`src/rtl/jvm_branch_target_unit_defines.svh`:
```
// Assertion macros used by the top level of the branch target unit RTL.
`ifndef JVM_BRANCH_TARGET_UNIT_DEFINES_SVH
`define JVM_BRANCH_TARGET_UNIT_DEFINES_SVH

// Same-cycle implication, disabled while reset is asserted.
`define JBTU_ASSERT_NOW(lbl, ck, rn, ante, cons, msg) \
	lbl: assert property (@(posedge ck) disable iff (!rn) (ante) |-> (cons)) else $error(msg);

// Next-cycle implication, disabled while reset is asserted.
`define JBTU_ASSERT_NEXT(lbl, ck, rn, ante, cons, msg) \
	lbl: assert property (@(posedge ck) disable iff (!rn) (ante) |=> (cons)) else $error(msg);

`endif

```
`src/rtl/jbtu_pkg.sv`:
```
// Types and constants of the JVM branch target unit.
`timescale 1ns / 1ps
package jbtu_pkg;

	// Sequencer phases of one instruction.
	typedef enum logic [3:0] {
		PH_IDLE     = 4'd0,
		PH_PAD      = 4'd1,
		PH_T_DEF    = 4'd2,
		PH_T_LOW    = 4'd3,
		PH_T_HIGH   = 4'd4,
		PH_T_SKIP   = 4'd5,
		PH_T_ENTRY  = 4'd6,
		PH_L_DEF    = 4'd7,
		PH_L_NPAIRS = 4'd8,
		PH_L_MATCH  = 4'd9,
		PH_L_OFF    = 4'd10,
		PH_G_OFF    = 4'd11
	} phase_t;

	typedef enum logic [1:0] {
		KIND_TABLE  = 2'd0,
		KIND_LOOKUP = 2'd1,
		KIND_GOTO   = 2'd2,
		KIND_GOTOW  = 2'd3
	} kind_t;

	typedef enum logic [1:0] {
		ST_OK        = 2'd0,
		ST_BAD_PAIRS = 2'd1,
		ST_TRUNCATED = 2'd2,
		ST_BAD_OP    = 2'd3
	} status_t;

	localparam logic [7:0] OP_TABLE_SW  = 8'hAA;
	localparam logic [7:0] OP_LOOKUP_SW = 8'hAB;
	localparam logic [7:0] OP_GOTO      = 8'hA7;
	localparam logic [7:0] OP_GOTO_WIDE = 8'hC8;

	localparam logic CMD_BEGIN = 1'b0;
	localparam logic CMD_BYTE  = 1'b1;

	// Opcode byte plus the two switch words (default and npairs).
	localparam int unsigned HDR_EXTRA = 9;

	typedef struct packed {
		logic               command;
		logic [7:0]         opcode;
		logic [15:0]        inst_pc;
		logic signed [31:0] switch_key;
		logic [16:0]        code_length;
		logic [7:0]         code_byte;
	} in_t;

	typedef struct packed {
		logic signed [31:0] next_pc;
		logic [1:0]         status;
	} out_t;

	// Result handed from the sequencer to the output register.
	typedef struct packed {
		logic valid;
		out_t item;
	} res_t;

endpackage

```
`src/rtl/jbtu_core.sv`:
```
// Branch target sequencer: per-request state update and result generation.
`timescale 1ns / 1ps
module jbtu_core import jbtu_pkg::*; #(
	parameter int unsigned MAX_PAIRS = 65535
) (
	input  logic clk,
	input  logic arst_n,
	input  logic fire,
	input  in_t  item,
	output res_t res
);

	localparam int unsigned PW = $clog2(MAX_PAIRS + 1);
	localparam int unsigned EW = ((PW + 3) > 18 ? (PW + 3) : 18) + 1;

	phase_t      phase_q, phase_d;
	kind_t       kind_q, kind_d;
	logic [15:0] base_pc_q, base_pc_d;
	logic [31:0] key_q, key_d;
	logic [16:0] limit_q, limit_d;
	logic [1:0]  pad_q, pad_d;
	logic [1:0]  biw_q, biw_d;
	logic [23:0] ws_q, ws_d;
	logic [31:0] def_q, def_d;
	logic [31:0] low_q, low_d;
	logic [PW-1:0] pairs_q, pairs_d;
	logic [31:0] skip_q, skip_d;
	logic        hit_q, hit_d;

	logic [31:0] word;
	logic [1:0]  need;
	logic        word_done;
	logic [31:0] goto_off;
	logic [31:0] base_ext;
	logic [17:0] begin_hdr_end;
	logic        begin_trunc;
	logic [1:0]  begin_pad;
	logic        out_of_range;
	logic [31:0] key_minus_low;
	logic        bad_pairs;
	logic [EW-1:0] table_end;
	logic        table_trunc;
	phase_t      first_phase;

	// The three bytes gathered so far followed by the incoming byte.
	assign word      = {ws_q, item.code_byte};
	assign need      = (phase_q == PH_G_OFF && kind_q == KIND_GOTO) ? 2'd1 : 2'd3;
	assign word_done = (biw_q == need);
	assign goto_off  = (kind_q == KIND_GOTO) ? {{16{word[15]}}, word[15:0]} : word;
	assign base_ext  = {16'd0, base_pc_q};

	// Padding brings the first operand word to a multiple of four.
	assign begin_pad     = ~item.inst_pc[1:0];
	assign begin_hdr_end = {2'b00, item.inst_pc | 16'h0003} + 18'(HDR_EXTRA);
	assign begin_trunc   = begin_hdr_end > {1'b0, item.code_length};

	assign out_of_range  = ($signed(key_q) < $signed(low_q)) || ($signed(key_q) > $signed(word));
	assign key_minus_low = key_q - low_q;

	assign bad_pairs   = word[31] || (word > 32'(MAX_PAIRS));
	assign table_end   = EW'({2'b00, base_pc_q | 16'h0003}) + EW'(HDR_EXTRA)
		+ EW'({word[PW-1:0], 3'b000});
	assign table_trunc = table_end > EW'(limit_q);

	assign first_phase = (kind_q == KIND_TABLE) ? PH_T_DEF : PH_L_DEF;

	// Next state.
	always_comb begin
		phase_d   = phase_q;
		kind_d    = kind_q;
		base_pc_d = base_pc_q;
		key_d     = key_q;
		limit_d   = limit_q;
		pad_d     = pad_q;
		biw_d     = biw_q;
		ws_d      = ws_q;
		def_d     = def_q;
		low_d     = low_q;
		pairs_d   = pairs_q;
		skip_d    = skip_q;
		hit_d     = hit_q;
		if (fire && item.command == CMD_BEGIN) begin
			base_pc_d = item.inst_pc;
			key_d     = item.switch_key;
			limit_d   = item.code_length;
			biw_d     = 2'd0;
			ws_d      = 24'd0;
			hit_d     = 1'b0;
			skip_d    = 32'd0;
			pairs_d   = '0;
			unique case (item.opcode)
				OP_TABLE_SW: begin
					kind_d  = KIND_TABLE;
					pad_d   = begin_pad;
					phase_d = (begin_pad != 2'd0) ? PH_PAD : PH_T_DEF;
				end
				OP_LOOKUP_SW: begin
					kind_d = KIND_LOOKUP;
					pad_d  = begin_pad;
					if (begin_trunc) begin
						phase_d = PH_IDLE;
					end else begin
						phase_d = (begin_pad != 2'd0) ? PH_PAD : PH_L_DEF;
					end
				end
				OP_GOTO: begin
					kind_d  = KIND_GOTO;
					phase_d = PH_G_OFF;
				end
				OP_GOTO_WIDE: begin
					kind_d  = KIND_GOTOW;
					phase_d = PH_G_OFF;
				end
				default: begin
					phase_d = PH_IDLE;
				end
			endcase
		end else if (fire && phase_q != PH_IDLE) begin
			if (phase_q == PH_PAD) begin
				pad_d = pad_q - 2'd1;
				if (pad_q == 2'd1) begin
					phase_d = first_phase;
				end
			end else if (!word_done) begin
				biw_d = biw_q + 2'd1;
				ws_d  = word[23:0];
			end else begin
				biw_d = 2'd0;
				ws_d  = 24'd0;
				unique case (phase_q)
					PH_T_DEF: begin
						def_d   = word;
						phase_d = PH_T_LOW;
					end
					PH_T_LOW: begin
						low_d   = word;
						phase_d = PH_T_HIGH;
					end
					PH_T_HIGH: begin
						if (out_of_range) begin
							phase_d = PH_IDLE;
						end else begin
							skip_d  = key_minus_low;
							phase_d = (key_minus_low != 32'd0) ? PH_T_SKIP : PH_T_ENTRY;
						end
					end
					PH_T_SKIP: begin
						skip_d = skip_q - 32'd1;
						if (skip_q == 32'd1) begin
							phase_d = PH_T_ENTRY;
						end
					end
					PH_L_DEF: begin
						def_d   = word;
						phase_d = PH_L_NPAIRS;
					end
					PH_L_NPAIRS: begin
						if (bad_pairs || table_trunc || word == 32'd0) begin
							phase_d = PH_IDLE;
						end else begin
							pairs_d = word[PW-1:0];
							phase_d = PH_L_MATCH;
						end
					end
					PH_L_MATCH: begin
						hit_d   = (word == key_q);
						phase_d = PH_L_OFF;
					end
					PH_L_OFF: begin
						pairs_d = pairs_q - PW'(1);
						if (hit_q || pairs_q == PW'(1)) begin
							phase_d = PH_IDLE;
						end else begin
							phase_d = PH_L_MATCH;
						end
					end
					default: begin
						phase_d = PH_IDLE;
					end
				endcase
			end
		end
	end

	// Result generation.
	always_comb begin
		res.valid        = 1'b0;
		res.item.next_pc = 32'sd0;
		res.item.status  = ST_OK;
		if (fire && item.command == CMD_BEGIN) begin
			priority if (item.opcode != OP_TABLE_SW && item.opcode != OP_LOOKUP_SW
				&& item.opcode != OP_GOTO && item.opcode != OP_GOTO_WIDE) begin
				res.valid       = 1'b1;
				res.item.status = ST_BAD_OP;
			end else if (item.opcode == OP_LOOKUP_SW && begin_trunc) begin
				res.valid       = 1'b1;
				res.item.status = ST_TRUNCATED;
			end else begin
				res.valid = 1'b0;
			end
		end else if (fire && phase_q != PH_IDLE && phase_q != PH_PAD && word_done) begin
			unique case (phase_q)
				PH_G_OFF: begin
					res.valid        = 1'b1;
					res.item.next_pc = base_ext + goto_off;
				end
				PH_T_HIGH: begin
					if (out_of_range) begin
						res.valid        = 1'b1;
						res.item.next_pc = base_ext + def_q;
					end
				end
				PH_T_ENTRY: begin
					res.valid        = 1'b1;
					res.item.next_pc = base_ext + word;
				end
				PH_L_NPAIRS: begin
					priority if (bad_pairs) begin
						res.valid       = 1'b1;
						res.item.status = ST_BAD_PAIRS;
					end else if (table_trunc) begin
						res.valid       = 1'b1;
						res.item.status = ST_TRUNCATED;
					end else if (word == 32'd0) begin
						res.valid        = 1'b1;
						res.item.next_pc = base_ext + def_q;
					end else begin
						res.valid = 1'b0;
					end
				end
				PH_L_OFF: begin
					priority if (hit_q) begin
						res.valid        = 1'b1;
						res.item.next_pc = base_ext + word;
					end else if (pairs_q == PW'(1)) begin
						res.valid        = 1'b1;
						res.item.next_pc = base_ext + def_q;
					end else begin
						res.valid = 1'b0;
					end
				end
				default: begin
					res.valid = 1'b0;
				end
			endcase
		end
	end

	always_ff @(posedge clk or negedge arst_n) begin
		if (!arst_n) begin
			phase_q   <= PH_IDLE;
			kind_q    <= KIND_TABLE;
			base_pc_q <= 16'd0;
			key_q     <= 32'd0;
			limit_q   <= 17'd0;
			pad_q     <= 2'd0;
			biw_q     <= 2'd0;
			ws_q      <= 24'd0;
			def_q     <= 32'd0;
			low_q     <= 32'd0;
			pairs_q   <= '0;
			skip_q    <= 32'd0;
			hit_q     <= 1'b0;
		end else begin
			phase_q   <= phase_d;
			kind_q    <= kind_d;
			base_pc_q <= base_pc_d;
			key_q     <= key_d;
			limit_q   <= limit_d;
			pad_q     <= pad_d;
			biw_q     <= biw_d;
			ws_q      <= ws_d;
			def_q     <= def_d;
			low_q     <= low_d;
			pairs_q   <= pairs_d;
			skip_q    <= skip_d;
			hit_q     <= hit_d;
		end
	end

endmodule

```
`src/rtl/jvm_branch_target_unit.sv`:
```
// Top level of the JVM branch target unit.
`timescale 1ns / 1ps
// Works out the next pc of tableswitch, lookupswitch, goto and goto_w.
// Input channel (in_valid / in_ready / in_item): a begin request carries the
// opcode, instruction pc, switch key and code length; each following byte
// request carries one operand code byte, big-endian, padding included.
// Output channel (out_valid / out_ready / out_item): at most one result per
// request, either pc plus the selected offset wrapped to 32 bits with status
// zero, or an error status with next_pc zero. Bytes after a result, and bytes
// with no instruction in progress, are dropped; a begin abandons any
// instruction in progress.
// A request accepted into the input register is processed by the sequencer once
// the output register can take a result, and its result is registered there.
// Throughput: one request per cycle while the receiver keeps up. The input
// register holds one request and the output register one result; the
// result logic between them is combinational in the held request and state.
// When the receiver stalls with a result pending, the sequencer holds the
// request in the input register and in_ready drops once that register is full.
// Reset clears the sequencer to idle and empties both registers.
`include "jvm_branch_target_unit_defines.svh"
module jvm_branch_target_unit import jbtu_pkg::*; #(
	parameter int unsigned MAX_PAIRS = 65535
) (
	input  logic clk,
	input  logic arst_n,
	input  logic in_valid,
	output logic in_ready,
	input  in_t  in_item,
	output logic out_valid,
	input  logic out_ready,
	output out_t out_item
);

	logic in_valid_s1;
	in_t  in_item_s1;
	logic out_valid_q;
	out_t out_item_q;
	logic step_fire;
	res_t res;

	// The sequencer advances only when the output register can take a result.
	assign step_fire = in_valid_s1 && (!out_valid_q || out_ready);
	assign in_ready  = !in_valid_s1 || step_fire;
	assign out_valid = out_valid_q;
	assign out_item  = out_item_q;

	jbtu_core #(
		.MAX_PAIRS(MAX_PAIRS)
	) u_core (
		.clk    (clk),
		.arst_n (arst_n),
		.fire   (step_fire),
		.item   (in_item_s1),
		.res    (res)
	);

	always_ff @(posedge clk or negedge arst_n) begin
		if (!arst_n) begin
			in_valid_s1 <= 1'b0;
			out_valid_q <= 1'b0;
		end else begin
			if (in_valid && in_ready) begin
				in_valid_s1 <= 1'b1;
			end else if (step_fire) begin
				in_valid_s1 <= 1'b0;
			end
			if (step_fire && res.valid) begin
				out_valid_q <= 1'b1;
			end else if (out_ready) begin
				out_valid_q <= 1'b0;
			end
		end
	end

	always_ff @(posedge clk) begin
		if (in_valid && in_ready) begin
			in_item_s1 <= in_item;
		end
		if (step_fire && res.valid) begin
			out_item_q <= res.item;
		end
	end

	// A pending result that is not being taken must block the sequencer.
	`JBTU_ASSERT_NOW(a_no_overwrite, clk, arst_n, out_valid_q && !out_ready, !step_fire, "result overwritten while stalled")
	// A held request stays in the input register until the sequencer takes it.
	`JBTU_ASSERT_NEXT(a_s1_held, clk, arst_n, in_valid_s1 && !step_fire, in_valid_s1, "input register lost a request")
	// A new result appears only from a sequencer step that produced one.
	`JBTU_ASSERT_NOW(a_out_source, clk, arst_n, $rose(out_valid_q), $past(step_fire && res.valid), "result without a producing step")

endmodule

```
`config.mk`:
```
export PLATFORM = sky130hd
export DESIGN_NAME = jvm_branch_target_unit
export DESIGN_NICKNAME = d
export VERILOG_FILES = /design/src/rtl/jbtu_pkg.sv /design/src/rtl/jbtu_core.sv /design/src/rtl/jvm_branch_target_unit.sv
export VERILOG_INCLUDE_DIRS = /design/src /design/src/rtl
export SDC_FILE = /design/constraint.sdc
export NUM_CORES = 1
export LEC_CHECK = 0
export BUFFER_PORTS_ARGS = -buffer_cell sky130_fd_sc_hd__buf_2
export CAP_MARGIN = 20
export CORE_MARGIN = 3
export CORE_UTILIZATION = 25
export CTS_BUF_LIST = sky130_fd_sc_hd__clkbuf_8
export DETAILED_ROUTE_END_ITERATION = 8
export PLACE_DENSITY = 0.48
export SLEW_MARGIN = 20
export SYNTH_ARGS = -nofsm -noshare
export SYNTH_HDL_FRONTEND = slang
export SYNTH_SLANG_ARGS = --single-unit
```
`constraint.sdc`:
```
create_clock -name clk -period 7 [get_ports clk]
set_input_delay 1.05 -clock clk [delete_from_list [all_inputs] [get_ports clk]]
set_output_delay 1.05 -clock clk [all_outputs]
set_load 0.05 [all_outputs]
```
Word-level counts from Yosys, hierarchy flattened
Cells that the tools add are included.
- memories kept: 0
- bits in read-only memories: 0
- latch bits: 0
- word-level logic and storage cells: 200
- register bits: 330
- bits of input ports: 86
- RAM bits: 0
- $lt $le $gt $ge: 5
- equal/unequal tests: 32
- bitwise operators: 5
- reduce and logical (&&, ||, !) cells: 50
- add/subtract/negate cells: 11
- $mul: 0
- div/mod/pow operators: 0
- muxes and demuxes: 74
- shift-type cells: 0
- operators with widths (cell ; number):
    $mux 32 ; 10
    $pmux 32 s5 ; 1
    $add 16x32->32 ; 3
    $mux 24 ; 4
    $mux 16 ; 5
    $mux 33 ; 2
    $pmux 32 s2 ; 1
    $mux 4 ; 10
    $mux 35 ; 1
    $add 16x4->17 const B ; 2
    $mux 2 ; 17
    $eq 32x1->1 const B ; 1
    $eq 32x32->1 ; 1
    $eq 8x8->1 const B ; 4
    $gt 32x16->1 const B ; 1
    $gt 32x32->1 ; 1
    $logic_not 32->1 ; 1
    $lt 32x32->1 ; 1
    $ne 8x8->1 const B ; 4
    $pmux 16 s2 ; 1
    $pmux 4 s8 ; 1
    $reduce_bool 32->1 ; 1
    $sub 32x1->32 const B ; 1
    $sub 32x32->32 ; 1
    36 further kinds ; 102

Longest topological paths before layout
Gate-level depths: netlist of the first run.
- word-level depth: 11
- mapped depth: 27

By module
Synthesis of the first run repeated with hierarchy kept, for this count alone.
- cells, all modules: 2312
- area, all modules: 20813.7 µm²
- by module, submodules not included (module ; area an instance (µm²) ; times used ; cells each):
    jbtu_core ; 17219.0 ; 1 ; 2186
    jvm_branch_target_unit ; 3594.7 ; 1 ; 126

Worst setup path after synthesis of the first run
No wires, ideal clock.
- path type: flip-flop to flip-flop
- start: register u_core.base_pc_q[2]
- end: register out_item_q, in the netlist out_item[0], enable pin
- path slack: 0.374 ns
- stages on the path, launching flop included: 21
- arrival: 6.154 ns
- data required time: 6.528 ns
- cells stage by stage: dfrtp_1 inv_1 ha_1 nor2_1 nand3_1 xnor2_1 ha_1 a2111o_1 o21a_1 a221o_1 a21oi_1 xnor2_1 ha_1 nand2_1 o21ai_0 o21a_1 o21a_1 nor4_4 o2111ai_1 inv_1 o21ai_0
- word-level cells in the longest chain between the ends: 9
- RTL lines (what ; line ; text):
    from (decl) ; jbtu_core.sv:18 ; logic [15:0] base_pc_q, base_pc_d;
    from (signal assigned) ; jbtu_core.sv:267 ; base_pc_q <= base_pc_d;
    $add 16x4->17 ; jbtu_core.sv:61 ; assign table_end = EW'({2'b00, base_pc_q | 16'h0003}) + EW'(HDR_EXTRA)
    $add 20x19->20 ; jbtu_core.sv:62 ; + EW'({word[PW-1:0], 3'b000});
    $gt 20x17->1 ; jbtu_core.sv:63 ; assign table_trunc = table_end > EW'(limit_q);
    $mux 1 ; jbtu_core.sv:221 ; end else if (table_trunc) begin
    $mux 1 ; jbtu_core.sv:218 ; priority if (bad_pairs) begin
    $pmux 1 s4 ; jbtu_core.sv:202 ; unique case (phase_q)
    $mux 35 ; jbtu_core.sv:201 ; end else if (fire && phase_q != PH_IDLE && phase_q != PH_PAD && word_done) begin
    $mux 1 ; jbtu_core.sv:190 ; if (fire && item.command == CMD_BEGIN) begin
    $logic_and 1x1->1 ; jvm_branch_target_unit.sv:79 ; if (step_fire && res.valid) begin
    to (signal assigned) ; jvm_branch_target_unit.sv:80 ; out_item_q <= res.item;
    to (decl) ; jvm_branch_target_unit.sv:37 ; out_t out_item_q;
Every way passes these cells.
A chain may end at the register's enable or synchronous reset.

Worst setup path after layout of the first run
- start: register u_core.base_pc_q[2]
- end: register out_item_q, in the netlist out_item[27], data pin
- word-level cells in the longest chain between the ends: 6
- RTL lines (what ; line):
    $add 16x4->17 ; jbtu_core.sv:61
    $add 20x19->20 ; jbtu_core.sv:62
    $gt 20x17->1 ; jbtu_core.sv:63
    $mux 32 ; jbtu_core.sv:221
    $mux 32 ; jbtu_core.sv:218
    $pmux 32 s5 (*) ; jbtu_core.sv:202
Every way passes the cells marked *; elsewhere a longest branch is shown, timed or not.

==> results of run 1 <==
-- area by class of cell --
class                           count  area, um2
Fill cell                        8613      57300
Multi-Input combinational cell   1753      11000
Sequential cell                   330       8840
Tap cell                         1060       1330
Clock buffer                       80       1100
Timing Repair Buffer              138        756
Inverter                          135        507
Clock inverter                     42        367
Antenna cell                        1       2.50
-- synthesized netlist by cell type (24+ instances only) --
cell type / instances / area share, %
sky130_fd_sc_hd__nor4_1: 28 / 0.85
sky130_fd_sc_hd__xnor2_1: 79 / 3.4
sky130_fd_sc_hd__dfrtp_1: 214 / 26
sky130_fd_sc_hd__nor3_1: 67 / 1.6
sky130_fd_sc_hd__nand3_1: 62 / 1.5
sky130_fd_sc_hd__a21oi_1: 133 / 3.2
sky130_fd_sc_hd__xor2_1: 40 / 1.7
sky130_fd_sc_hd__o21ai_0: 211 / 5.1
sky130_fd_sc_hd__a21o_1: 33 / 1.2
sky130_fd_sc_hd__edfxtp_1: 116 / 17
sky130_fd_sc_hd__nand4_1: 34 / 1.0
sky130_fd_sc_hd__nand2_1: 338 / 6.1
sky130_fd_sc_hd__clkbuf_1: 71 / 1.3
sky130_fd_sc_hd__nor2_1: 205 / 3.7
sky130_fd_sc_hd__ha_1: 149 / 9.0
sky130_fd_sc_hd__a22o_1: 26 / 1.1
sky130_fd_sc_hd__a22oi_1: 24 / 0.87
sky130_fd_sc_hd__inv_1: 133 / 2.4
-- power breakdown --
| part | total [mW] | internal [mW] | switching (mW) |
|---|---|---|---|
| registers | 2.67 | 2.25 | 0.419 |
| logic | 3.07 | 1.18 | 1.89 |
| clock network | 2.22 | 1.27 | 0.953 |
| total | 7.96 | 4.69 | 3.26 |
-- through the flow --
step                      setup WS, ns  total power, mW  util [%]
after floorplan                  0.374             4.73         -
after global placement           0.998             5.72      27.6
after detailed placement         0.987             5.74      27.6
after CTS                        0.913             8.04      29.4
after global routing             0.348             8.51      29.4
final                            0.905             7.96      29.4
-- worst max-delay path by stage --
stage	endpoint	startpoint	cells after the start	slack [ns]
floorplan	out_item[0]	u_core.base_pc_q[2]	20	0.37
global placement	out_item[27]	u_core.base_pc_q[2]	25	1.0
detailed placement	out_item[33]	u_core.base_pc_q[2]	25	0.99
CTS	out_item[27]	u_core.base_pc_q[2]	25	0.91
global route	out_item[33]	u_core.base_pc_q[2]	25	0.35
finish	out_item[27]	u_core.base_pc_q[2]	25	0.91
-- worst max-delay path: stages, from the launching register on --
cell and delay [ns]:
sky130_fd_sc_hd__dfrtp_1 0.42, sky130_fd_sc_hd__inv_1 0.10, sky130_fd_sc_hd__ha_1 0.24, sky130_fd_sc_hd__nor2_1 0.18
sky130_fd_sc_hd__nand3_1 0.14, sky130_fd_sc_hd__nor2_1 0.24, sky130_fd_sc_hd__xor2_1 0.20, sky130_fd_sc_hd__ha_1 0.28
sky130_fd_sc_hd__o21a_1 0.18, sky130_fd_sc_hd__nor2_1 0.12, sky130_fd_sc_hd__a211oi_1 0.10, sky130_fd_sc_hd__o21ai_0 0.17
sky130_fd_sc_hd__nand2b_1 0.11, sky130_fd_sc_hd__a21o_1 0.18, sky130_fd_sc_hd__a21oi_1 0.17, sky130_fd_sc_hd__xnor2_1 0.15
sky130_fd_sc_hd__ha_1 0.26, sky130_fd_sc_hd__a21oi_1 0.15, sky130_fd_sc_hd__o21ai_0 0.12, sky130_fd_sc_hd__o21a_1 0.18
sky130_fd_sc_hd__o21a_1 0.19, sky130_fd_sc_hd__or3b_2 0.51, sky130_fd_sc_hd__o2bb2ai_2 0.20, sky130_fd_sc_hd__a21o_1 0.55
sky130_fd_sc_hd__nand3_1 0.45, sky130_fd_sc_hd__o22ai_1 0.29
-- registers in the layout (all words and copies together) (netlist names), 4 cells and up --
| signal | flops |
|---|---|
| u_core.def_q | 32 |
| u_core.low_q | 32 |
| u_core.phase_q | 4 |
| out_item | 34 |
| u_core.skip_q | 32 |
| u_core.ws_q | 24 |
| u_core.key_q | 32 |
| u_core.pairs_q | 16 |
| in_item_s1 | 82 |
| u_core.limit_q | 17 |
| u_core.base_pc_q | 16 |
-- metal layers --
layer / up-vias / track usage [%] / part of all wire [%]
met5: - / 0 / 0.033
met4: 4 / 4.97 / 2.7
met3: 112 / 2.75 / 5.1
met2: 511 / 24.4 / 44
met1: 8624 / 22.2 / 48
li1: 8555 / - / -
-- kinds of logic after synthesis --
family / synth area share [%]
and+or+nand+nor: 18.9
DFF: 42.8
xor gates and xnor gates: 5.05
muxes: 0.606
buffers and inverters: 4.15
AOI/OAI and AO/OA: 19.1
adders and majority gates: 9.41
==> impl_summary.txt, run 1 <==
----------------------------------------------------
[Finish]
  Top library cells by usage in the layout, fill and taps aside ... sky130_fd_sc_hd__nand2_1, sky130_fd_sc_hd__dfrtp_1, sky130_fd_sc_hd__o21ai_0, sky130_fd_sc_hd__nor2_1, sky130_fd_sc_hd__inv_1
  Number of nets in the final layout ... 2666
  Synth-to-Final Area Change ... 15.7%
  Design area ... 0.0239 mm2
  Leading cell type in the layout, fill and taps excluded ... sky130_fd_sc_hd__nand2_1
  Fraction of layout instances using a drive strength above 1 ... 11.4%
  Final std cells w/o fill ... 3539

[Logic synthesis]
  Yosys Warn Count ... 0
  Net count after synthesis ... 2546
  Sequential fraction of the synthesis area ... 42.8%
  Average cell area after synthesis ... 8.95 um2
  Post-synthesis instance area ... 0.0207 mm2
  Post-synthesis async set-or-reset flop share ... 64.8%
  Number of synthesized flops with an enable pin ... 116
  Post-synthesis instance total ... 2307
  Number of register bits inferred by synthesis ... 330
  Number of distinct library cell variants in the gate-level netlist after synthesis ... 83
  Main flop type after synthesis ... sky130_fd_sc_hd__dfrtp_1

[Setup path]
  R2R Path End ... out_item[27]
  Critical path arrival ... 6.57 ns
  Worst reg2reg path startpoint ... u_core.base_pc_q[2]
  Data required time at the worst endpoint ... 7.48 ns
  Sort of element at the end of the critical path ... flop
  Reg2reg path depth ... 25
  Top fanout value on the critical path ... 16
  Critical Setup Path Class ... reg2reg
  Element type at the critical path start ... flop
  Setup slack of the worst register-to-register path ... 0.91 ns

[Routing]
  Routed vias/inst ... 5.03
  Mean routed wirelength per cell ... 19.5 um
  Drt drc ... 0
  Count of routing violations after the opening detailed-route iteration ... 1631
  Number of iterations in the first detailed-routing pass ... 6
  Overall routed net length ... 68900 um
  Number of nets with antenna violations after detailed routing ... 0
  Via count ... 17.8k

[Timing]
  Final max-slew violation count ... 0
  RSZ-0062 raised after global routing ... false
  Clock period minus final worst setup slack ... 6.09 ns
  Final Skew ... 0.0459 ns
  Maximum operating frequency ... 164 MHz
  Post-route clock period utilization ... 87.1%
  Total Neg Setup Slack ... 0 ns
  Transition time at the pin with the least slew margin ... 1.05 ns
  Count of endpoints failing hold in the final timing report ... 0
  Post-Route Hold Slack ... 0.403 ns
  Worst slew margin ... 29.7%
  Number of endpoints failing setup at the final stage ... 0

[Floorplanning]
  Chip width ... 293 um
  Chip height ... 293 um
  I/O pin total ... 122
  Total core area ... 0.0812 mm2
  Total die area ... 0.0861 mm2
  Placement row count ... 104
  Initial Util ... 25.4%

[Clock network]
  CTS Buffer Depth ... 3
  Clock transition time at the flip-flop clock pins of the worst setup and hold paths ... 0.06 ns
  Number of sinks driven by the clock tree ... 330
  Buffer type at the clock tree root ... sky130_fd_sc_hd__clkbuf_8
  Total of hold buffers inserted after clock tree synthesis ... 0
  Clock latency at the later pin of the worst-skew pair ... 0.68 ns
  Setup bufs post-CTS ... 0
  Cells resized by post-CTS repair ... 0
  Clock tree from TritonCTS ... yes
  Clock buffer count from CTS ... 69
  H-tree depth ... 3

[Global routing]
  Initial antenna violation count ... 4
  Pin count of the biggest net entering global routing ... 133
  Wire length of the first global-routing pass ... 105000 um
  Number of global-route vias before repair ... 17.5k
  Aggregate global-route resource usage ... 15.7%
  Remaining global-route overflow ... 0

[Flow run]
  Max-cap violations ... 0

[Placed design]
  Buffers added on ports ... 121
  Total cell area at the placement stage ... 0.0224 mm2
  HPWL Detailed ... 50800 um
  Gpl congestion ... 0.871
  Placed instance count ... 3416

[Pwr]
  Leakage power ... 10.1 nW
  Power per cell area ... 333 mW/mm2
  Peak ir drop on the vdd network ... 0.000134 V

[Run status]
  Result of the run ... completed

[Worst hold path]
  Worst min path class ... in2async

----------------------------------------------------
(Power assumes the default switching activity.)
==> run 2: changes to the inputs <==
--- a/config.mk
+++ b/config.mk
@@ -8,11 +8,13 @@
 export LEC_CHECK = 0
 export BUFFER_PORTS_ARGS = -buffer_cell sky130_fd_sc_hd__buf_2
 export CAP_MARGIN = 20
+export CELL_PAD_IN_SITES_DETAIL_PLACEMENT = 1
+export CELL_PAD_IN_SITES_GLOBAL_PLACEMENT = 2
 export CORE_MARGIN = 3
 export CORE_UTILIZATION = 25
 export CTS_BUF_LIST = sky130_fd_sc_hd__clkbuf_8
 export DETAILED_ROUTE_END_ITERATION = 8
-export PLACE_DENSITY = 0.48
+export PLACE_DENSITY_LB_ADDON = 0.1
 export SLEW_MARGIN = 20
 export SYNTH_ARGS = -nofsm -noshare
 export SYNTH_HDL_FRONTEND = slang
==> impl_summary.txt, run 2 (same netlist as run 1, synthesis figures left out) <==
----------------------------------------------------
[Run status]
  Result of the run ... completed (unchanged)

[Global routing]
  Remaining global-route overflow ... 0 (unchanged)
  Pin count of the biggest net entering global routing ... 133 (unchanged)
  Aggregate global-route resource usage ... 18.2% (was 15.7%)
  Number of global-route vias before repair ... 18.9k (was 17.5k)
  Initial antenna violation count ... 4 (unchanged)
  Wire length of the first global-routing pass ... 119000 um (was 105000 um)

[Setup path]
  Sort of element at the end of the critical path ... flop (unchanged)
  Critical path arrival ... 6.49 ns (was 6.57 ns)
  Element type at the critical path start ... flop (unchanged)
  Top fanout value on the critical path ... 8 (was 16)
  Data required time at the worst endpoint ... 7.51 ns (was 7.48 ns)
  Critical Setup Path Class ... reg2reg (unchanged)

[Timing]
  Count of endpoints failing hold in the final timing report ... 0 (unchanged)
  Maximum operating frequency ... 167 MHz (was 164 MHz)
  Post-route clock period utilization ... 85.5% (was 87.1%)
  RSZ-0062 raised after global routing ... false (unchanged)
  Clock period minus final worst setup slack ... 5.99 ns (was 6.09 ns)
  Total Neg Setup Slack ... 0 ns (unchanged)
  Transition time at the pin with the least slew margin ... 1.07 ns (was 1.05 ns)
  Final Skew ... 0.0594 ns (was 0.0459 ns)
  Worst slew margin ... 28.0% (was 29.7%)
  Final max-slew violation count ... 0 (unchanged)
  Number of endpoints failing setup at the final stage ... 0 (unchanged)

[Finish]
  Top reg by flops ... in_item_s1 (unchanged)
  Fraction of layout instances using a drive strength above 1 ... 11.6% (was 11.4%)
  Design area ... 0.0238 mm2 (was 0.0239 mm2)
  Final std cells w/o fill ... 3558 (was 3539)
  Synth-to-Final Area Change ... 15.4% (was 15.7%)
  Fill count ... 9529 (was 8613)
  Top library cells by usage in the layout, fill and taps aside ... sky130_fd_sc_hd__nand2_1, sky130_fd_sc_hd__dfrtp_1, sky130_fd_sc_hd__o21ai_0, sky130_fd_sc_hd__nor2_1, sky130_fd_sc_hd__inv_1 (unchanged)
  Number of nets in the final layout ... 2677 (was 2666)
  Leading cell type in the layout, fill and taps excluded ... sky130_fd_sc_hd__nand2_1 (unchanged)
  Largest register FFs ... 82 (unchanged)

[Clock network]
  Total of hold buffers inserted after clock tree synthesis ... 0 (unchanged)
  Clock tree from TritonCTS ... yes (unchanged)
  Setup bufs post-CTS ... 0 (unchanged)
  Clock transition time at the flip-flop clock pins of the worst setup and hold paths ... 0.06 ns (about the same)
  CTS Buffer Depth ... 3 (unchanged)
  Clock buffer count from CTS ... 72 (was 69)
  Buffer type at the clock tree root ... sky130_fd_sc_hd__clkbuf_8 (unchanged)
  Clock latency at the later pin of the worst-skew pair ... 0.70 ns (was 0.68 ns)
  Number of sinks driven by the clock tree ... 330 (unchanged)
  H-tree depth ... 3 (unchanged)
  Cells resized by post-CTS repair ... 0 (unchanged)

[Placed design]
  HPWL Detailed ... 59100 um (was 50800 um)
  Total cell area at the placement stage ... 0.0225 mm2 (was 0.0224 mm2)
  Buffers added on ports ... 121 (unchanged)
  Gpl congestion ... 0.819 (was 0.871)
  Placed instance count ... 3424 (was 3416)

[Pwr]
  Power per cell area ... 333 mW/mm2 (about the same)
  Peak ir drop on the vdd network ... 0.000123 V (was 0.000134 V)
  Leakage power ... 10.1 nW (about the same)

[Routing]
  Drt drc ... 0 (unchanged)
  Via count ... 17.8k (about the same)
  Routed vias/inst ... 4.99 (was 5.03)
  Count of routing violations after the opening detailed-route iteration ... 937 (was 1631)
  Mean routed wirelength per cell ... 21.8 um (was 19.5 um)
  Overall routed net length ... 77700 um (was 68900 um)
  Number of nets with antenna violations after detailed routing ... 0 (unchanged)
  Number of iterations in the first detailed-routing pass ... 5 (was 6)

[Floorplanning]
  Initial Util ... 25.4% (unchanged)
  Total core area ... 0.0812 mm2 (unchanged)
  Placement row count ... 104 (unchanged)
  Total die area ... 0.0861 mm2 (unchanged)
  Chip width ... 293 um (unchanged)
  I/O pin total ... 122 (unchanged)
  Chip height ... 293 um (unchanged)

[Flow run]
  Max-cap violations ... 0 (unchanged)

[Worst hold path]
  Worst min path class ... in2async (unchanged)

----------------------------------------------------
==> run 2: cell types whose count changed in the layout (fill, tap and decap cells not counted), moves of 2 or more <==
cell                        before  now
sky130_fd_sc_hd__buf_4          16   24
sky130_fd_sc_hd__bufinv_16       6    0
sky130_fd_sc_hd__clkinv_1        3   10
sky130_fd_sc_hd__clkinv_2        8   11
sky130_fd_sc_hd__diode_2         1    4
sky130_fd_sc_hd__inv_1         153  158
sky130_fd_sc_hd__nand2_1       338  336
sky130_fd_sc_hd__nand2_2         0    2
==> run 2: area by class of cell <==
type | count | area (um2) | share of cell area, %
multi-input cells | 1753 | 11000 | 46.1
flip-flops and latches | 330 | 8840 | 37.1
well taps | 1060 | 1330 | 5.56
clock buffers | 79 | 1090 | 4.56
repair buffers | 146 | 816 | 3.42
inverters | 135 | 507 | 2.13
clock inverters | 51 | 258 | 1.08
diodes | 4 | 10.0 | 0.0420
==> run 2: final timing paths <==
check                                         start                to  slack (ns)  cells after the start
worst min register to register       in_item_s1[51]  u_core.key_q[26]        0.44                      2
min in group clk                     in_item_s1[51]  u_core.key_q[26]        0.44                      2
worst max register to register  u_core.base_pc_q[2]      out_item[33]        1.01                     25
worst max-delay path            u_core.base_pc_q[2]      out_item[33]        1.01                     25
max in group asynchronous                    arst_n  u_core.skip_q[3]        5.31                      2
worst min-delay path                         arst_n  u_core.def_q[16]        0.38                      1
==> run 2: critical path, cell delays in order (launching register included) <==
cell	delay [ns]
sky130_fd_sc_hd__dfrtp_1	0.43
sky130_fd_sc_hd__inv_1	0.12
sky130_fd_sc_hd__ha_1	0.25
sky130_fd_sc_hd__nor2_1	0.19
sky130_fd_sc_hd__nand3_1	0.15
sky130_fd_sc_hd__nor2_1	0.25
sky130_fd_sc_hd__xor2_1	0.20
sky130_fd_sc_hd__ha_1	0.29
sky130_fd_sc_hd__o21a_1	0.18
sky130_fd_sc_hd__nor2_1	0.12
sky130_fd_sc_hd__a211oi_1	0.10
sky130_fd_sc_hd__o21ai_0	0.19
sky130_fd_sc_hd__nand2b_1	0.11
sky130_fd_sc_hd__a21o_1	0.18
sky130_fd_sc_hd__a21oi_1	0.18
sky130_fd_sc_hd__xnor2_1	0.16
sky130_fd_sc_hd__ha_1	0.27
sky130_fd_sc_hd__a21oi_1	0.15
sky130_fd_sc_hd__o21ai_0	0.14
sky130_fd_sc_hd__o21a_1	0.19
sky130_fd_sc_hd__o21a_1	0.22
sky130_fd_sc_hd__or3b_2	0.52
sky130_fd_sc_hd__o2bb2ai_2	0.20
sky130_fd_sc_hd__a21o_1	0.36
sky130_fd_sc_hd__nand3_1	0.37
sky130_fd_sc_hd__o22ai_1	0.30
==> run 2: routing by layer <==
metal  vias to the layer above  wire length, um  global-route usage (%)
met1                      8808            39000                    25.8
li1                       8567                -                       -
met3                       121             2330                    2.71
met5                         -                0                       0
met4                         0             2360                    5.92
met2                       266            34100                    28.3
==> run 2: power breakdown <==
part / switching (mW) / internal [mW]
Combinational: 2.11 / 1.21
Clock: 0.975 / 1.05
Sequential: 0.351 / 2.25
Total: 3.43 / 4.50
==> run 2: metrics by stage <==
| step | hold WS (ns) | power (mW) | util [%] | worst slack, ns |
|---|---|---|---|---|
| 2_1_floorplan | 0.415 | 4.73 | - | 0.374 |
| 3_3_place_gp | 0.429 | 5.95 | 27.7 | 1.20 |
| 3_5_place_dp | 0.429 | 5.98 | 27.7 | 1.05 |
| 4_1_cts | 0.359 | 8.10 | 29.3 | 1.01 |
| 5_1_grt | 0.388 | 8.57 | 29.4 | 0.526 |
| 6_report | 0.376 | 7.94 | 29.4 | 1.01 |
==> run 3: changes to the inputs <==
--- a/config.mk
+++ b/config.mk
@@ -6,6 +6,7 @@
 export SDC_FILE = /design/constraint.sdc
 export NUM_CORES = 1
 export LEC_CHECK = 0
+export ABC_AREA = 1
 export BUFFER_PORTS_ARGS = -buffer_cell sky130_fd_sc_hd__buf_2
 export CAP_MARGIN = 20
 export CELL_PAD_IN_SITES_DETAIL_PLACEMENT = 1
@@ -19,3 +20,4 @@
 export SYNTH_ARGS = -nofsm -noshare
 export SYNTH_HDL_FRONTEND = slang
 export SYNTH_SLANG_ARGS = --single-unit
+export TNS_END_PERCENT = 1
==> impl_summary.txt, run 3 <==
----------------------------------------------------
[Placed design]
  Gpl congestion ... 0.844 (was 0.819)
  Buffers added on ports ... 121 (unchanged)
  Total cell area at the placement stage ... 0.0248 mm2 (was 0.0225 mm2)
  DP Worst Slack ... 1.40 ns (was 1.05 ns)
  HPWL Detailed ... 73000 um (was 59100 um)

[Logic synthesis]
  Share of the synthesized netlist area taken by xor and xnor gates ... 2.88% (was 5.05%)
  Number of register bits inferred by synthesis ... 330 (unchanged)
  Post-synthesis async set-or-reset flop share ... 64.8% (unchanged)
  Sequential fraction of the synthesis area ... 38.7% (was 42.8%)
  Adder-cell share of the synthesized area ... 8.51% (was 9.41%)
  Top post-synthesis cells by area ... sky130_fd_sc_hd__dfrtp_1, sky130_fd_sc_hd__edfxtp_1, sky130_fd_sc_hd__nand2_1, sky130_fd_sc_hd__ha_1, sky130_fd_sc_hd__inv_1 (was sky130_fd_sc_hd__dfrtp_1, sky130_fd_sc_hd__edfxtp_1, sky130_fd_sc_hd__ha_1, sky130_fd_sc_hd__nand2_1, sky130_fd_sc_hd__o21ai_0)
  Yosys Warn Count ... 0 (unchanged)
  Simple-gate area share of the yosys netlist ... 27.5% (was 18.9%)
  Post-synthesis instance area ... 0.0228 mm2 (was 0.0207 mm2)
  Net count after synthesis ... 3361 (was 2546)
  Compound-gate portion of the synthesized area ... 13.0% (was 19.1%)
  Combinational family with the most area after synthesis ... simple AND/OR/NAND/NOR gates (was compound AO/OA/AOI/OAI gates)
  Cell type with the largest total area after synthesis ... sky130_fd_sc_hd__dfrtp_1 (unchanged)
  Area share of the largest cell type after synthesis ... 23.4% (was 25.9%)
  Commonest cells in the synthesized netlist ... sky130_fd_sc_hd__nand2_1, sky130_fd_sc_hd__inv_1, sky130_fd_sc_hd__nor2_1, sky130_fd_sc_hd__o21ai_0, sky130_fd_sc_hd__dfrtp_1 (was sky130_fd_sc_hd__nand2_1, sky130_fd_sc_hd__dfrtp_1, sky130_fd_sc_hd__o21ai_0, sky130_fd_sc_hd__nor2_1, sky130_fd_sc_hd__ha_1)
  Main flop type after synthesis ... sky130_fd_sc_hd__dfrtp_1 (unchanged)
  Average cell area after synthesis ... 7.31 um2 (was 8.95 um2)
  Fraction of synthesized area in multiplexers ... 0% (was 0.606%)
  Number of synthesized flops with an enable pin ... 116 (unchanged)
  Most common cell in the synthesized netlist ... sky130_fd_sc_hd__nand2_1 (unchanged)
  Number of distinct library cell variants in the gate-level netlist after synthesis ... 60 (was 83)
  Post-synthesis instance total ... 3122 (was 2307)

[Setup path]
  Cell repeated most along the worst path ... sky130_fd_sc_hd__nand2_1
  CP peak stage delay ... 0.71 ns (was 0.52 ns)
  Critical Setup Path Class ... reg2reg (unchanged)
  Buffers plus inverters on the worst setup path ... 3 (was 1)
  Worst reg2reg path startpoint ... u_core.base_pc_q[2] (unchanged)
  Gate family responsible for the most delay along the worst path ... simple AND/OR/NAND/NOR gates (was compound AO/OA/AOI/OAI gates)
  Critical Path Start ... u_core.base_pc_q[2] (unchanged)
  Top fanout value on the critical path ... 34 (was 8)
  Sort of element at the end of the critical path ... flop (unchanged)
  Slowest stage cell on the critical path ... sky130_fd_sc_hd__nand2_2 (was sky130_fd_sc_hd__or3b_2)
  Critical path arrival ... 5.95 ns (was 6.49 ns)
  Data required time at the worst endpoint ... 7.29 ns (was 7.51 ns)
  Element type at the critical path start ... flop (unchanged)

[Timing]
  Final Skew ... 0.0664 ns (was 0.0594 ns)
  Worst slew margin ... 22.8% (was 28.0%)
  Total Neg Setup Slack ... 0 ns (unchanged)
  Setup slack after layout ... 1.35 ns (was 1.01 ns)
  Transition time at the pin with the least slew margin ... 1.15 ns (was 1.07 ns)
  Post-route clock period utilization ... 80.8% (was 85.5%)
  Final max-slew violation count ... 0 (unchanged)
  Maximum operating frequency ... 177 MHz (was 167 MHz)
  Count of endpoints failing hold in the final timing report ... 0 (unchanged)
  RSZ-0062 raised after global routing ... false (unchanged)
  Number of endpoints failing setup at the final stage ... 0 (unchanged)
  Clock period minus final worst setup slack ... 5.65 ns (was 5.99 ns)

[Global routing]
  Initial antenna violation count ... 5 (was 4)
  Aggregate global-route resource usage ... 19.8% (was 18.2%)
  Remaining global-route overflow ... 0 (unchanged)
  Number of global-route vias before repair ... 22.5k (was 18.9k)
  Wire length of the first global-routing pass ... 143000 um (was 119000 um)
  Pin count of the biggest net entering global routing ... 139 (was 133)

[Routing]
  Overall routed net length ... 93500 um (was 77700 um)
  Routed vias/inst ... 4.74 (was 4.99)
  Number of iterations in the first detailed-routing pass ... 5 (unchanged)
  Count of routing violations after the opening detailed-route iteration ... 1247 (was 937)
  Via count ... 21.4k (was 17.8k)
  Drt drc ... 0 (unchanged)
  Number of nets with antenna violations after detailed routing ... 0 (unchanged)
  Mean routed wirelength per cell ... 20.8 um (was 21.8 um)

[Clock network]
  H-tree depth ... 3 (unchanged)
  Clock buffer count from CTS ... 72 (unchanged)
  Clock transition time at the flip-flop clock pins of the worst setup and hold paths ... 0.06 ns (about the same)
  Setup bufs post-CTS ... 0 (unchanged)
  Buffer type at the clock tree root ... sky130_fd_sc_hd__clkbuf_8 (unchanged)
  Clock latency at the later pin of the worst-skew pair ... 0.73 ns (was 0.70 ns)
  Cells resized by post-CTS repair ... 0 (unchanged)
  CTS Buffer Depth ... 3 (unchanged)
  Number of sinks driven by the clock tree ... 330 (unchanged)
  Total of hold buffers inserted after clock tree synthesis ... 0 (unchanged)
  Clock tree from TritonCTS ... yes (unchanged)

[Floorplanning]
  Placement row count ... 110 (was 104)
  Total die area ... 0.0950 mm2 (was 0.0861 mm2)
  I/O pin total ... 122 (unchanged)
  Chip width ... 308 um (was 293 um)
  Chip height ... 308 um (was 293 um)
  Total core area ... 0.0903 mm2 (was 0.0812 mm2)
  Initial Util ... 25.3% (was 25.4%)

[Pwr]
  Fraction of power consumed by the clock network ... 19.1% (was 25.5%)
  NetSw ... 5.73 mW (was 3.43 mW)
  Combinational share of power ... 53.5% (was 41.8%)
  Peak ir drop on the vdd network ... 0.000147 V (was 0.000123 V)
  Power share of the sequential group ... 27.3% (was 32.8%)
  Power per cell area ... 424 mW/mm2 (was 333 mW/mm2)
  Net Sw Frac ... 51.6% (was 43.3%)
  Pint ... 5.38 mW (was 4.50 mW)
  Leakage power ... 12.8 nW (was 10.1 nW)

[Finish]
  Fraction of layout instances using a drive strength above 1 ... 9.36% (was 11.6%)
  Number of nets in the final layout ... 3502 (was 2677)
  Final core utilization ... 29.0% (was 29.4%)
  Top reg by flops ... in_item_s1 (unchanged)
  Design area ... 0.0262 mm2 (was 0.0238 mm2)
  Largest register FFs ... 82 (unchanged)
  Fill count ... 11.2k (was 9529)
  Top library cells by usage in the layout, fill and taps aside ... sky130_fd_sc_hd__nand2_1, sky130_fd_sc_hd__inv_1, sky130_fd_sc_hd__nor2_1, sky130_fd_sc_hd__o21ai_0, sky130_fd_sc_hd__dfrtp_1 (was sky130_fd_sc_hd__nand2_1, sky130_fd_sc_hd__dfrtp_1, sky130_fd_sc_hd__o21ai_0, sky130_fd_sc_hd__nor2_1, sky130_fd_sc_hd__inv_1)
  Synth-to-Final Area Change ... 14.8% (was 15.4%)
  Leading cell type in the layout, fill and taps excluded ... sky130_fd_sc_hd__nand2_1 (unchanged)

[Flow run]
  Max-cap violations ... 0 (unchanged)

[Run status]
  Result of the run ... completed (unchanged)

[Worst hold path]
  Worst min path class ... in2async (unchanged)

----------------------------------------------------
run 3: changes by cell type after synthesis, moves of 24 or more:
cell	previous run	this run
sky130_fd_sc_hd__nand2_1	338	851
sky130_fd_sc_hd__inv_1	133	473
sky130_fd_sc_hd__nand3_1	62	194
sky130_fd_sc_hd__nor2_1	205	279
sky130_fd_sc_hd__xnor2_1	79	24
sky130_fd_sc_hd__a22o_1	26	0
sky130_fd_sc_hd__nor3_1	67	43
run 3: worst reg2reg max path: cells and delay by family (launching register included):
family | cells | cell delay, ns
adders and majority gates | 3 | 0.89
AOI/OAI and AO/OA | 4 | 0.90
buffers and inverters | 3 | 0.25
and+or+nand+nor | 17 | 2.45
xor gates and xnor gates | 2 | 0.26
DFF | 1 | 0.41
run 3: area by class of cell:
class / instances / area [um2] / area share [%]
multi-input cells: 2232 / 11900 / 45.4
flip-flops and latches: 330 / 8840 / 33.7
inverters: 485 / 1820 / 6.95
well taps: 1176 / 1470 / 5.61
clock buffers: 78 / 1070 / 4.09
repair buffers: 142 / 786 / 3.00
clock inverters: 56 / 323 / 1.23
diodes: 4 / 10.0 / 0.0382
run 3: path summary, 6_finish.rpt:
path | depth (start not counted) | slack [ns] | to
min | 1 | 0.32 | u_core.def_q[28]
max | 29 | 1.35 | out_item[18]
max in group asynchronous | 2 | 5.34 | u_core.key_q[3]
min in group clk | 2 | 0.44 | u_core.key_q[22]
min reg2reg | 2 | 0.44 | u_core.key_q[22]
max reg2reg | 29 | 1.35 | out_item[18]
run 3: through the flow:
stage | power [mW] | std cells | hold slack (ns)
floorplan | 6.81 | 3122 | 0.425
global placement | 8.99 | 4365 | 0.439
detailed placement | 9.08 | 4365 | 0.449
CTS | 11.3 | 4499 | 0.335
global route | 12.2 | 4503 | 0.339
finish | 11.1 | 4503 | 0.320
run 3: kinds of logic (layout without fill, tap and decap cells):
family / after synthesis / count (layout)
adders and majority gates: 153 / 153
AOI/OAI and AO/OA: 518 / 518
buffers and inverters: 560 / 761
DFF: 330 / 330
and+or+nand+nor: 1486 / 1486
other: 0 / 4
xor gates and xnor gates: 75 / 75
run 3: layer usage:
| layer | vias to the layer above | wire (um) | GRT usage, % |
|---|---|---|---|
| met4 | 2 | 2380 | 5.47 |
| met5 | - | 13 | 0 |
| met3 | 137 | 3040 | 2.93 |
| li1 | 10500 | - | - |
| met2 | 330 | 41300 | 31.3 |
| met1 | 10400 | 46800 | 28.2 |
run 3: power groups by stage:
stage	Sequential, mW	Clock [mW]	Combinational (mW)
final	3.04	2.13	5.95
after global routing	3.10	2.31	6.77
after CTS	3.05	2.24	6.04
after detailed placement	3.08	0	6.00
after global placement	3.06	0	5.93
after floorplan	2.86	0	3.96
